==> src/hw/rtl/substring_search_line_locator_assert.svh <==
// assertion macros shared by the rtl
`ifndef SUBSTRING_SEARCH_LINE_LOCATOR_ASSERT_SVH
`define SUBSTRING_SEARCH_LINE_LOCATOR_ASSERT_SVH

// expression must hold at every edge outside reset
`define SSLL_ASSERT_ALWAYS(label, clk, rst_n, expr) \
  label: assert property (@(posedge clk) disable iff (!rst_n) (expr)) \
    else $error("invariant violated");

// consequent must hold in the same cycle as the antecedent
`define SSLL_ASSERT_IMPLIES(label, clk, rst_n, ante, cons) \
  label: assert property (@(posedge clk) disable iff (!rst_n) (ante) |-> (cons)) \
    else $error("implication violated");

`endif

==> src/hw/rtl/ssll_pkg.sv <==
package ssll_pkg;

  // pattern store depth and line counter width
  localparam int PATTERN_MAX = 126;
  localparam int LINE_BITS   = 16;

  // derived widths
  localparam int LEN_W    = $clog2(PATTERN_MAX + 1);
  localparam int IDX_W    = (PATTERN_MAX > 1) ? $clog2(PATTERN_MAX) : 1;
  localparam int SCROLL_W = 16;

  // input word kinds
  localparam logic CMD_PATTERN = 1'b0;
  localparam logic CMD_TEXT    = 1'b1;

  // special characters
  localparam logic [7:0] CHAR_NUL     = 8'h00;
  localparam logic [7:0] CHAR_NEWLINE = 8'h0A;

  // lines kept above the match when scrolling
  localparam logic [LINE_BITS-1:0] SCROLL_BACK = LINE_BITS'(2);

  typedef logic [7:0]             char_t;
  typedef logic [LEN_W-1:0]       len_t;
  typedef logic [LINE_BITS-1:0]   line_t;
  typedef logic [SCROLL_W-1:0]    scroll_t;
  typedef logic [PATTERN_MAX-1:0] match_vec_t;

endpackage

==> src/hw/rtl/substring_search_line_locator.sv <==
// path: an accepted word is held in the input register; its result word (if any)
//   is then loaded into the result register that drives the outputs
// throughput: one word per cycle; all pattern positions are compared in parallel
//   (shift-and), so the only limit is the output stall
// reset: synchronous active-low rst_n clears valids, pattern length, match bits,
//   line counter and done flag; the pattern store is not cleared
module substring_search_line_locator (
  input  logic                   clk,
  input  logic                   rst_n,
  input  logic                   in_valid,
  output logic                   in_stall,
  input  logic                   in_cmd,
  input  ssll_pkg::char_t        in_data_byte,
  input  logic                   in_first,
  input  logic                   in_last,
  output logic                   out_valid,
  input  logic                   out_stall,
  output logic                   out_found,
  output ssll_pkg::scroll_t      out_scroll_line
);
  import ssll_pkg::*;

  `include "substring_search_line_locator_assert.svh"

  // input register
  logic  s1_valid_r;
  logic  s1_cmd_r;
  char_t s1_byte_r;
  logic  s1_first_r;
  logic  s1_last_r;

  // search state
  char_t      store_r [PATTERN_MAX];
  len_t       len_r, len_nxt;
  match_vec_t pm_r, pm_nxt;
  line_t      lc_r, lc_nxt;
  logic       done_r, done_nxt;

  // result register
  logic    out_valid_r;
  logic    out_found_r;
  scroll_t out_scroll_r;

  // processing outcome
  logic       advance;
  logic       emit;
  logic       emit_found;
  scroll_t    emit_scroll;
  logic       store_we;
  len_t       base_len;
  match_vec_t len_mask;
  match_vec_t last_onehot;
  match_vec_t base_pm;
  match_vec_t step_pm;
  logic       hit;
  line_t      base_lc;
  logic       base_done;

  // pipeline moves when the result register is free or being drained
  assign advance  = !out_valid_r || !out_stall;
  assign in_stall = s1_valid_r && !advance;

  // input register
  always_ff @(posedge clk) begin
    if (!rst_n) begin
      s1_valid_r <= 1'b0;
    end else if (!in_stall) begin
      s1_valid_r <= in_valid;
    end
  end

  always_ff @(posedge clk) begin
    if (in_valid && !in_stall) begin
      s1_cmd_r   <= in_cmd;
      s1_byte_r  <= in_data_byte;
      s1_first_r <= in_first;
      s1_last_r  <= in_last;
    end
  end

  // position masks for the current pattern length
  always_comb begin
    for (int k = 0; k < PATTERN_MAX; k++) begin
      len_mask[k]    = (LEN_W'(k) < len_r);
      last_onehot[k] = (LEN_W'(k + 1) == len_r);
    end
  end

  // shift-and step over all pattern positions
  always_comb begin
    step_pm[0] = len_mask[0] ? (store_r[0] == s1_byte_r) : base_pm[0];
    for (int k = 1; k < PATTERN_MAX; k++) begin
      step_pm[k] = len_mask[k] ? (base_pm[k-1] && (store_r[k] == s1_byte_r)) : base_pm[k];
    end
  end

  assign hit = |(step_pm & last_onehot);

  // restart view of the scan state
  always_comb begin
    if (s1_first_r) begin
      base_pm   = '0;
      base_lc   = '0;
      base_done = 1'b0;
    end else begin
      base_pm   = pm_r;
      base_lc   = lc_r;
      base_done = done_r;
    end
  end

  assign base_len = s1_first_r ? '0 : len_r;

  // next state and result for the word in the input register
  always_comb begin
    len_nxt     = len_r;
    pm_nxt      = pm_r;
    lc_nxt      = lc_r;
    done_nxt    = done_r;
    store_we    = 1'b0;
    emit        = 1'b0;
    emit_found  = 1'b0;
    emit_scroll = '0;
    if (s1_cmd_r == CMD_PATTERN) begin
      // pattern load
      pm_nxt  = '0;
      len_nxt = base_len;
      if ((s1_byte_r != CHAR_NUL) && (base_len < LEN_W'(PATTERN_MAX))) begin
        store_we = 1'b1;
        len_nxt  = base_len + LEN_W'(1);
      end
    end else if (len_r != '0) begin
      // text scan
      pm_nxt   = base_pm;
      lc_nxt   = base_lc;
      done_nxt = base_done;
      if (!base_done) begin
        if (s1_byte_r == CHAR_NUL) begin
          done_nxt = 1'b1;
          emit     = 1'b1;
        end else if (s1_byte_r == CHAR_NEWLINE) begin
          pm_nxt = '0;
          if (base_lc != '1) begin
            lc_nxt = base_lc + LINE_BITS'(1);
          end
          if (s1_last_r) begin
            done_nxt = 1'b1;
            emit     = 1'b1;
          end
        end else begin
          pm_nxt = step_pm;
          if (hit) begin
            done_nxt   = 1'b1;
            emit       = 1'b1;
            emit_found = 1'b1;
            if (base_lc > SCROLL_BACK) begin
              emit_scroll = SCROLL_W'(base_lc - SCROLL_BACK);
            end
          end else if (s1_last_r) begin
            done_nxt = 1'b1;
            emit     = 1'b1;
          end
        end
      end
    end
  end

  // state registers
  always_ff @(posedge clk) begin
    if (!rst_n) begin
      len_r  <= '0;
      pm_r   <= '0;
      lc_r   <= '0;
      done_r <= 1'b0;
    end else if (s1_valid_r && advance) begin
      len_r  <= len_nxt;
      pm_r   <= pm_nxt;
      lc_r   <= lc_nxt;
      done_r <= done_nxt;
    end
  end

  // pattern store, at most one byte written per pattern word (zero bytes and overflow are not stored)
  always_ff @(posedge clk) begin
    if (s1_valid_r && advance && store_we) begin
      store_r[base_len[IDX_W-1:0]] <= s1_byte_r;
    end
  end

  // result register
  always_ff @(posedge clk) begin
    if (!rst_n) begin
      out_valid_r <= 1'b0;
    end else if (advance) begin
      out_valid_r <= s1_valid_r && emit;
    end
  end

  always_ff @(posedge clk) begin
    if (advance && s1_valid_r && emit) begin
      out_found_r  <= emit_found;
      out_scroll_r <= emit_scroll;
    end
  end

  assign out_valid       = out_valid_r;
  assign out_found       = out_found_r;
  assign out_scroll_line = out_scroll_r;

  // checks
  `SSLL_ASSERT_ALWAYS(a_pm_within_len, clk, rst_n, (pm_r & ~len_mask) == '0)
  `SSLL_ASSERT_IMPLIES(a_result_sets_done, clk, rst_n, out_valid_r, done_r)
  `SSLL_ASSERT_IMPLIES(a_miss_scroll_zero, clk, rst_n, out_valid_r && !out_found_r, out_scroll_r == '0)

endmodule

==> config.mk <==
export PLATFORM = sky130hd
export DESIGN_NAME = substring_search_line_locator
export DESIGN_NICKNAME = d
export VERILOG_FILES = /design/src/hw/rtl/ssll_pkg.sv /design/src/hw/rtl/substring_search_line_locator.sv
export VERILOG_INCLUDE_DIRS = /design/src /design/src/hw/rtl
export SDC_FILE = /design/constraint.sdc
export NUM_CORES = 2
export LEC_CHECK = 0
export CORE_MARGIN = 8
export CORE_UTILIZATION = 55
export DETAILED_ROUTE_END_ITERATION = 6
export DONT_BUFFER_PORTS = 1
export PLACE_DENSITY = 0.81
export SETUP_SLACK_MARGIN = 0.3
export SLEW_MARGIN = 30
export SYNTH_ARGS = -nofsm -noshare
export SYNTH_HDL_FRONTEND = slang
export SYNTH_SLANG_ARGS = --single-unit
==> constraint.sdc <==
create_clock -name clk -period 4.86 [get_ports clk]
set_input_delay 0.972 -clock clk [delete_from_list [all_inputs] [get_ports clk]]
set_output_delay 0.972 -clock clk [all_outputs]
set_load 0.005 [all_outputs]
## Yosys cells after proc, flatten, opt, wreduce, memory -nomap -nowiden

Memories as Yosys holds them, arrays and structs flattened.
Cells that the tools add are included.
W data, S select, Z words.

- Bits in writable memories: 1008
- Word-level logic and storage cells: 703
- Register bits: 180
- Output and inout port bits: 19
- Memories: 1
- Input bits: 15

Memory list:

| memory | words | bits a word | read ports | clocked after memory_dff | wr ports | RTL line | RTL |
|---|---|---|---|---|---|---|---|
| store_r | 126 | 8 | 126 | 0 | 1 | substring_search_line_locator.sv:33 | `char_t store_r [PATTERN_MAX];` |

- Equal/unequal tests: 255
- Reductions and logical operators: 146
- Mux-type cells: 153
- Magnitude comparators: 128
- Bitwise logic cells: 5
- Add/subtract/negate cells: 3

Operator list:

| operator | count |
|---|---|
| $eq A8 B8 Y1 | 126 |
| $mux W126 | 6 |
| $eq A7 B7 Y1 const A | 63 |
| $lt A7 B7 Y1 const A | 62 |
| $eq A6 B7 Y1 const A | 32 |
| $lt A6 B7 Y1 const A | 32 |
| $mux W1 | 140 |
| $logic_and A1 B1 Y1 | 132 |
| $and A126 B126 Y126 | 1 |
| $reduce_or A126 Y1 | 1 |
| $eq A5 B7 Y1 const A | 16 |
| $lt A5 B7 Y1 const A | 16 |
| $mux W16 | 5 |
| $eq A4 B7 Y1 const A | 8 |
| $lt A4 B7 Y1 const A | 8 |
| $eq A3 B7 Y1 const A | 4 |
| $lt A3 B7 Y1 const A | 4 |
| $add A16 B1 Y16 const B | 1 |
| $gt A16 B2 Y1 const B | 1 |
| $ne A16 B16 Y1 const B | 1 |
| $sub A16 B2 Y16 const B | 1 |
| $eq A2 B7 Y1 const A | 2 |
| $lt A1 B7 Y1 const A | 2 |
| $lt A2 B7 Y1 const A | 2 |
| 16 further kinds | 24 |

## Logic depth before layout (Yosys ltp)

- Depth in word-level cells: 12
- Depth in mapped cells: 19

## Least setup slack after synthesis

Ideal clock, no wire load.

- Kind: reg2reg
- From: reg s1_byte_r[6]
- To: mem store_r[73][0] (netlist name) (enable)
- Buffers on the path: 5
- Period minus slack after synthesis: 5.383 ns
- Cell stages (with the launch flop): 12
- Arrival: 4.988 ns
- Setup slack: -0.523 ns
- Data required time: 4.465 ns
- Path through: edfxtp_1 buf_4 buf_6 buf_4 buf_4 buf_4 nor2_1 nand3_1 nand2_1 nor3_1 nand3_1 nor4_1

- Word-level cells in the longest chain between the ends: 7

RTL lines:

| item | RTL line | RTL |
|---|---|---|
| start, declared | substring_search_line_locator.sv:28 | `char_t s1_byte_r;` |
| start signal, assigned | substring_search_line_locator.sv:75 | `s1_byte_r <= in_data_byte;` |
| $reduce_bool A8 Y1 | substring_search_line_locator.sv:128 | `if ((s1_byte_r != CHAR_NUL) && (base_len < LEN_W'(PATTERN_MAX))) begin` |
| $logic_and A1 B1 Y1 | substring_search_line_locator.sv:128 |  |
| $mux W1 | substring_search_line_locator.sv:128 |  |
| $mux W1 | substring_search_line_locator.sv:124 | `if (s1_cmd_r == CMD_PATTERN) begin` |
| $logic_and A1 B1 Y1 | substring_search_line_locator.sv:185 | `if (s1_valid_r && advance && store_we) begin` |
| $mux W1 | substring_search_line_locator.sv:185 |  |
| $mux W1 (not written as such) | substring_search_line_locator.sv:186 | `store_r[base_len[IDX_W-1:0]] <= s1_byte_r;` |
| end, declared | substring_search_line_locator.sv:33 |  |

No other way between the ends.

## Worst setup path after layout

- From: reg len_r[4]
- To: reg out_scroll_r[4] (netlist: out_scroll_line[4]) (enable)

- Word-level cells in the longest chain between the ends: 11

RTL lines:

| item | RTL line | RTL |
|---|---|---|
| start, declared | substring_search_line_locator.sv:34 | `len_t len_r, len_nxt;` |
| start signal, assigned | substring_search_line_locator.sv:176 | `len_r <= len_nxt;` |
| $lt A1 B7 Y1 (tied with other cells) | substring_search_line_locator.sv:84 | `len_mask[k] = (LEN_W'(k) < len_r);` |
| $mux W1, on equally long branches | substring_search_line_locator.sv:91, substring_search_line_locator.sv:93 |  |
| $and A126 B126 Y126 | substring_search_line_locator.sv:97 | `assign hit = \|(step_pm & last_onehot);` |
| $reduce_or A126 Y1 | substring_search_line_locator.sv:97 |  |
| $mux W1 | substring_search_line_locator.sv:152 | `if (hit) begin` |
| $mux W1 | substring_search_line_locator.sv:141 | `end else if (s1_byte_r == CHAR_NEWLINE) begin` |
| $mux W1 | substring_search_line_locator.sv:138 | `if (s1_byte_r == CHAR_NUL) begin` |
| $mux W1 | substring_search_line_locator.sv:137 | `if (!base_done) begin` |
| $mux W1 (*) | substring_search_line_locator.sv:132 | `end else if (len_r != '0) begin` |
| $mux W1 (*) | substring_search_line_locator.sv:124 |  |
| $logic_and A1 B1 Y1 (*) | substring_search_line_locator.sv:200 | `if (advance && s1_valid_r && emit) begin` |
| end signal, assigned | substring_search_line_locator.sv:202 | `out_scroll_r <= emit_scroll;` |
| end, declared | substring_search_line_locator.sv:42 | `scroll_t out_scroll_r;` |

Every way passes the cells marked *; elsewhere a longest branch is shown, timed or not.
A chain may end at the register's enable or synchronous reset.

==> flow_summary.yaml <==
clock_network:
  cts_sinks: 1187
  clock_latency_ns: 0.75
  cts_tree: "built"
  cts_max_path_buffers: 3
  holdBufCountCts: 0
  numCtsBuffers: 114
  cts-root-buf: "clkbuf_16"
  ctsHtreeMaxLevel: 3
  cts.clk_slew.worst_paths_ns: 0.07
worst_setup_path:
  cp.required_ns: 5.22
  crit_path_end_kind: "flop"
  reg2reg_from: "len_r[4]$_SDFFE_PN0P_"
  reg2reg_depth: 10
  critPathArrivalTime_ns: 4.97
  path_common_cell: "nand4_1"
  path_max_fanout: 39
  r2r-end: "out_scroll_line[4]$_SDFFCE_PP0P_"
  critPathKind: "reg -> reg"
  cpMaxStageDelayCell: "nor3_1"
  max_stage_delay_ns: 0.92
  r2r_setup_slack_ns: 0.25
  crit_end: "out_scroll_line[4]$_SDFFCE_PP0P_"
  startpoint: "len_r[4]$_SDFFE_PN0P_"
  path_cells: "buf_4, and4b_1, nand4_1, nor3_1, a32oi_1, nand4_1, or4_1, a2111o_1, o21ai_2, a21boi_4"
  worstSetupStartpointType: "flop"
final_layout:
  nFillCells: 7423
  syn_to_final_growth_pct: 14.3
  regArea_sq_um: 34100
  multi_input_area_sq_um: 21000
  drive_gt1_frac: 0.146
  fin_nets: 4794
placement:
  gp_congestion: 1.12
  numPortBuffers: 0
  hpwl_microns: 130000
grt:
  grt_pass1_vias: 38710
  grt_overflow: 0
  track_usage: 0.323
  antenna_found_initial: 10
  grt_max_degree: 86
  grt_pass1_wl_microns: 269000
yosys:
  syn_nets: 4582
  synth_top_cell_by_area: "edfxtp_1"
  synth_cell_types: 87
  synthTopCellsByArea: "edfxtp_1 55%, xnor2_1 9.4%, xor2_1 6.5%"
  yosysMostFrequentCell: "edfxtp_1"
  synth_top_area_frac: 0.554
  netlist_area_sq_um: 56200
  yosys_warnings: 0
  synth_top_flop_cell: "edfxtp_1"
  synth_edf_count: 1036
  netlist_instances: 4562
  synth_seq_cells: 1187
  synth_common_cells: "1036 x edfxtp_1, 605 x xnor2_1, 419 x xor2_1, 327 x nor2_1, 254 x nand2_1"
  async_flop_share: 0
  avgSynthCellArea_sq_um: 12.3
  ys_seq_area_frac: 0.607
pwr:
  switchingPower_uw: 5070
  p_sw_frac: 0.231
  internal-power_uw: 16800
  ir_worst_vdd_mv: 0.317
  clkPwrFrac: 0.413
  p_leak_uw: 0.0203
  pwr-share-seq: 0.510
  combPwrFrac: 0.077
  power.total_uw: 21900
  p_per_area_nw_per_um2: 341
die:
  rows: 117
  die_width_microns: 336
  core_sq_um: 102000
  start_util: 0.553
  dieArea_sq_um: 113000
  io_pins: 34
  die_y_microns: 336
routing:
  drc: 11
  first_iter_violations: 5772
  route.vias.total: 40408
  avgViaCountPerCell: 6.47
  ant_nets: 0
  dr.pass1.iters: 7
  wire_per_inst_microns: 29.9
  wl_microns: 187000
timing:
  timing.slew.headroom: 0.288
  fin_crit_sh: 0.948
  tightest_slew_ns: 1.06
  fmax_mhz: 217
  slew_viol_final: 0
  rsz0062_at_grt: "true"
  period_needed_ns: 4.61
  hold_violations: 0
  finalClockSkew_ns: 0.0387
  holdWs_ns: 0.329
  final-setup-viol-count: 0
status:
  violations: "design-rule violations"
  status: "finished, violations left"
job:
  drv_cap: 0
min_path:
  hold_path.class: "in -> reg"
  hold_depth: 0
-- worst max-delay path: cells and delay by family (launching register included) --
kind	cells	cell delay, ns
compound gates	4	1.07
flops	1	0.90
buf+inv	1	0.30
simple gates	5	1.88
-- registers in the layout, summed over array words and instances, names as in the netlist, 7 cells and up --
register         flops
lc_r                16
store_r           1008
len_r                7
pm_r               125
s1_byte_r            8
out_scroll_line     16
-- kinds of logic (layout without fill, tap and decap cells) --
group           after synthesis  count (layout)  synth area share
mux                           9               9           0.00169
xor+xnor                   1025            1025             0.160
other cells                   0               4                 0
fa+ha+maj                     5               5           0.00111
simple gates               1391            1391             0.126
buf+inv                     314             623            0.0312
compound gates              631             631            0.0729
flops                      1187            1187             0.607
-- routing by layer --
layer,track usage,routed length [microns],vias up,part of all wire
li1,-,-,17031,-
met1,0.431,70900,19704,0.38
met2,0.477,80400,2887,0.43
met3,0.0895,22400,772,0.12
met4,0.185,13000,14,0.070
met5,0,107,-,0.00057
-- power groups by stage --
stage               logic (uW)  clock network (uW)  registers [uW]
floorplan                 1010                   0           11500
global placement          1610                   0           11400
detailed placement        1650                   0           11400
CTS                       1670                9070           11200
global route              1780                9500           11200
finish                    1700                9040           11200
-- cells in the final DEF (no fill, tap or decap), types with 40 or more instances in the layout --
cell and instances:
a21oi_1 162, a22oi_1 72, buf_12 48, buf_4 344, clkbuf_16 114, dfxtp_1 145, edfxtp_1 1036, nand2_1 253
nand2b_1 47, nand3_1 139, nand4_1 147, nor2_1 267, nor2_4 40, nor2b_1 94, nor3_1 113, nor4_1 92
o21ai_0 141, o22ai_1 43, xnor2_1 604, xor2_1 419
-- what timing repair did --
action                     in CTS  in global routing
cloned                          0                  0
setup endpoints to repair      24                 19
buffers inserted                0                  2
gates resized for setup         5                  2
-- final cells by class --
class,count,share of cell area
inverter,18,0.00111
multi-input combinational,3061,0.327
clock inverter,69,0.0121
timing repair buffer,392,0.0552
clock buffer,144,0.0468
tap,1368,0.0266
sequential,1187,0.532
antenna,4,0.000156
-- how the worst min path moves through the flow --
stage / endpoint / startpoint
detailed placement: pm_r[3]$_SDFFE_PN0P_ / pm_r[3]$_SDFFE_PN0P_
finish: s1_byte_r[7]$_DFFE_PP_ / in_data_byte[7]
floorplan: pm_r[3]$_SDFFE_PN0P_ / pm_r[3]$_SDFFE_PN0P_
CTS: s1_byte_r[7]$_DFFE_PP_ / in_data_byte[7]
global placement: pm_r[14]$_SDFFE_PN0P_ / pm_r[14]$_SDFFE_PN0P_
global route: s1_byte_r[7]$_DFFE_PP_ / in_data_byte[7]
-- through the flow --
| stage | utilization | setup WS (ns) | setup TNS [ns] | cell area [sq um] | cells |
|---|---|---|---|---|---|
| finish | 0.632 | 0.251 | 0 | 64200 | 6243 |
| global route | 0.632 | 0.300 | 0 | 64200 | 6239 |
| CTS | 0.632 | 0.421 | 0 | 64200 | 6237 |
| detailed placement | 0.594 | 0.126 | 0 | 60400 | 6024 |
| global placement | 0.594 | -0.00283 | -0.0421 | 60400 | 6023 |
| floorplan | - | 0.180 | 0 | 56900 | 4562 |
Note: power is estimated with default switching activity, not from simulation.
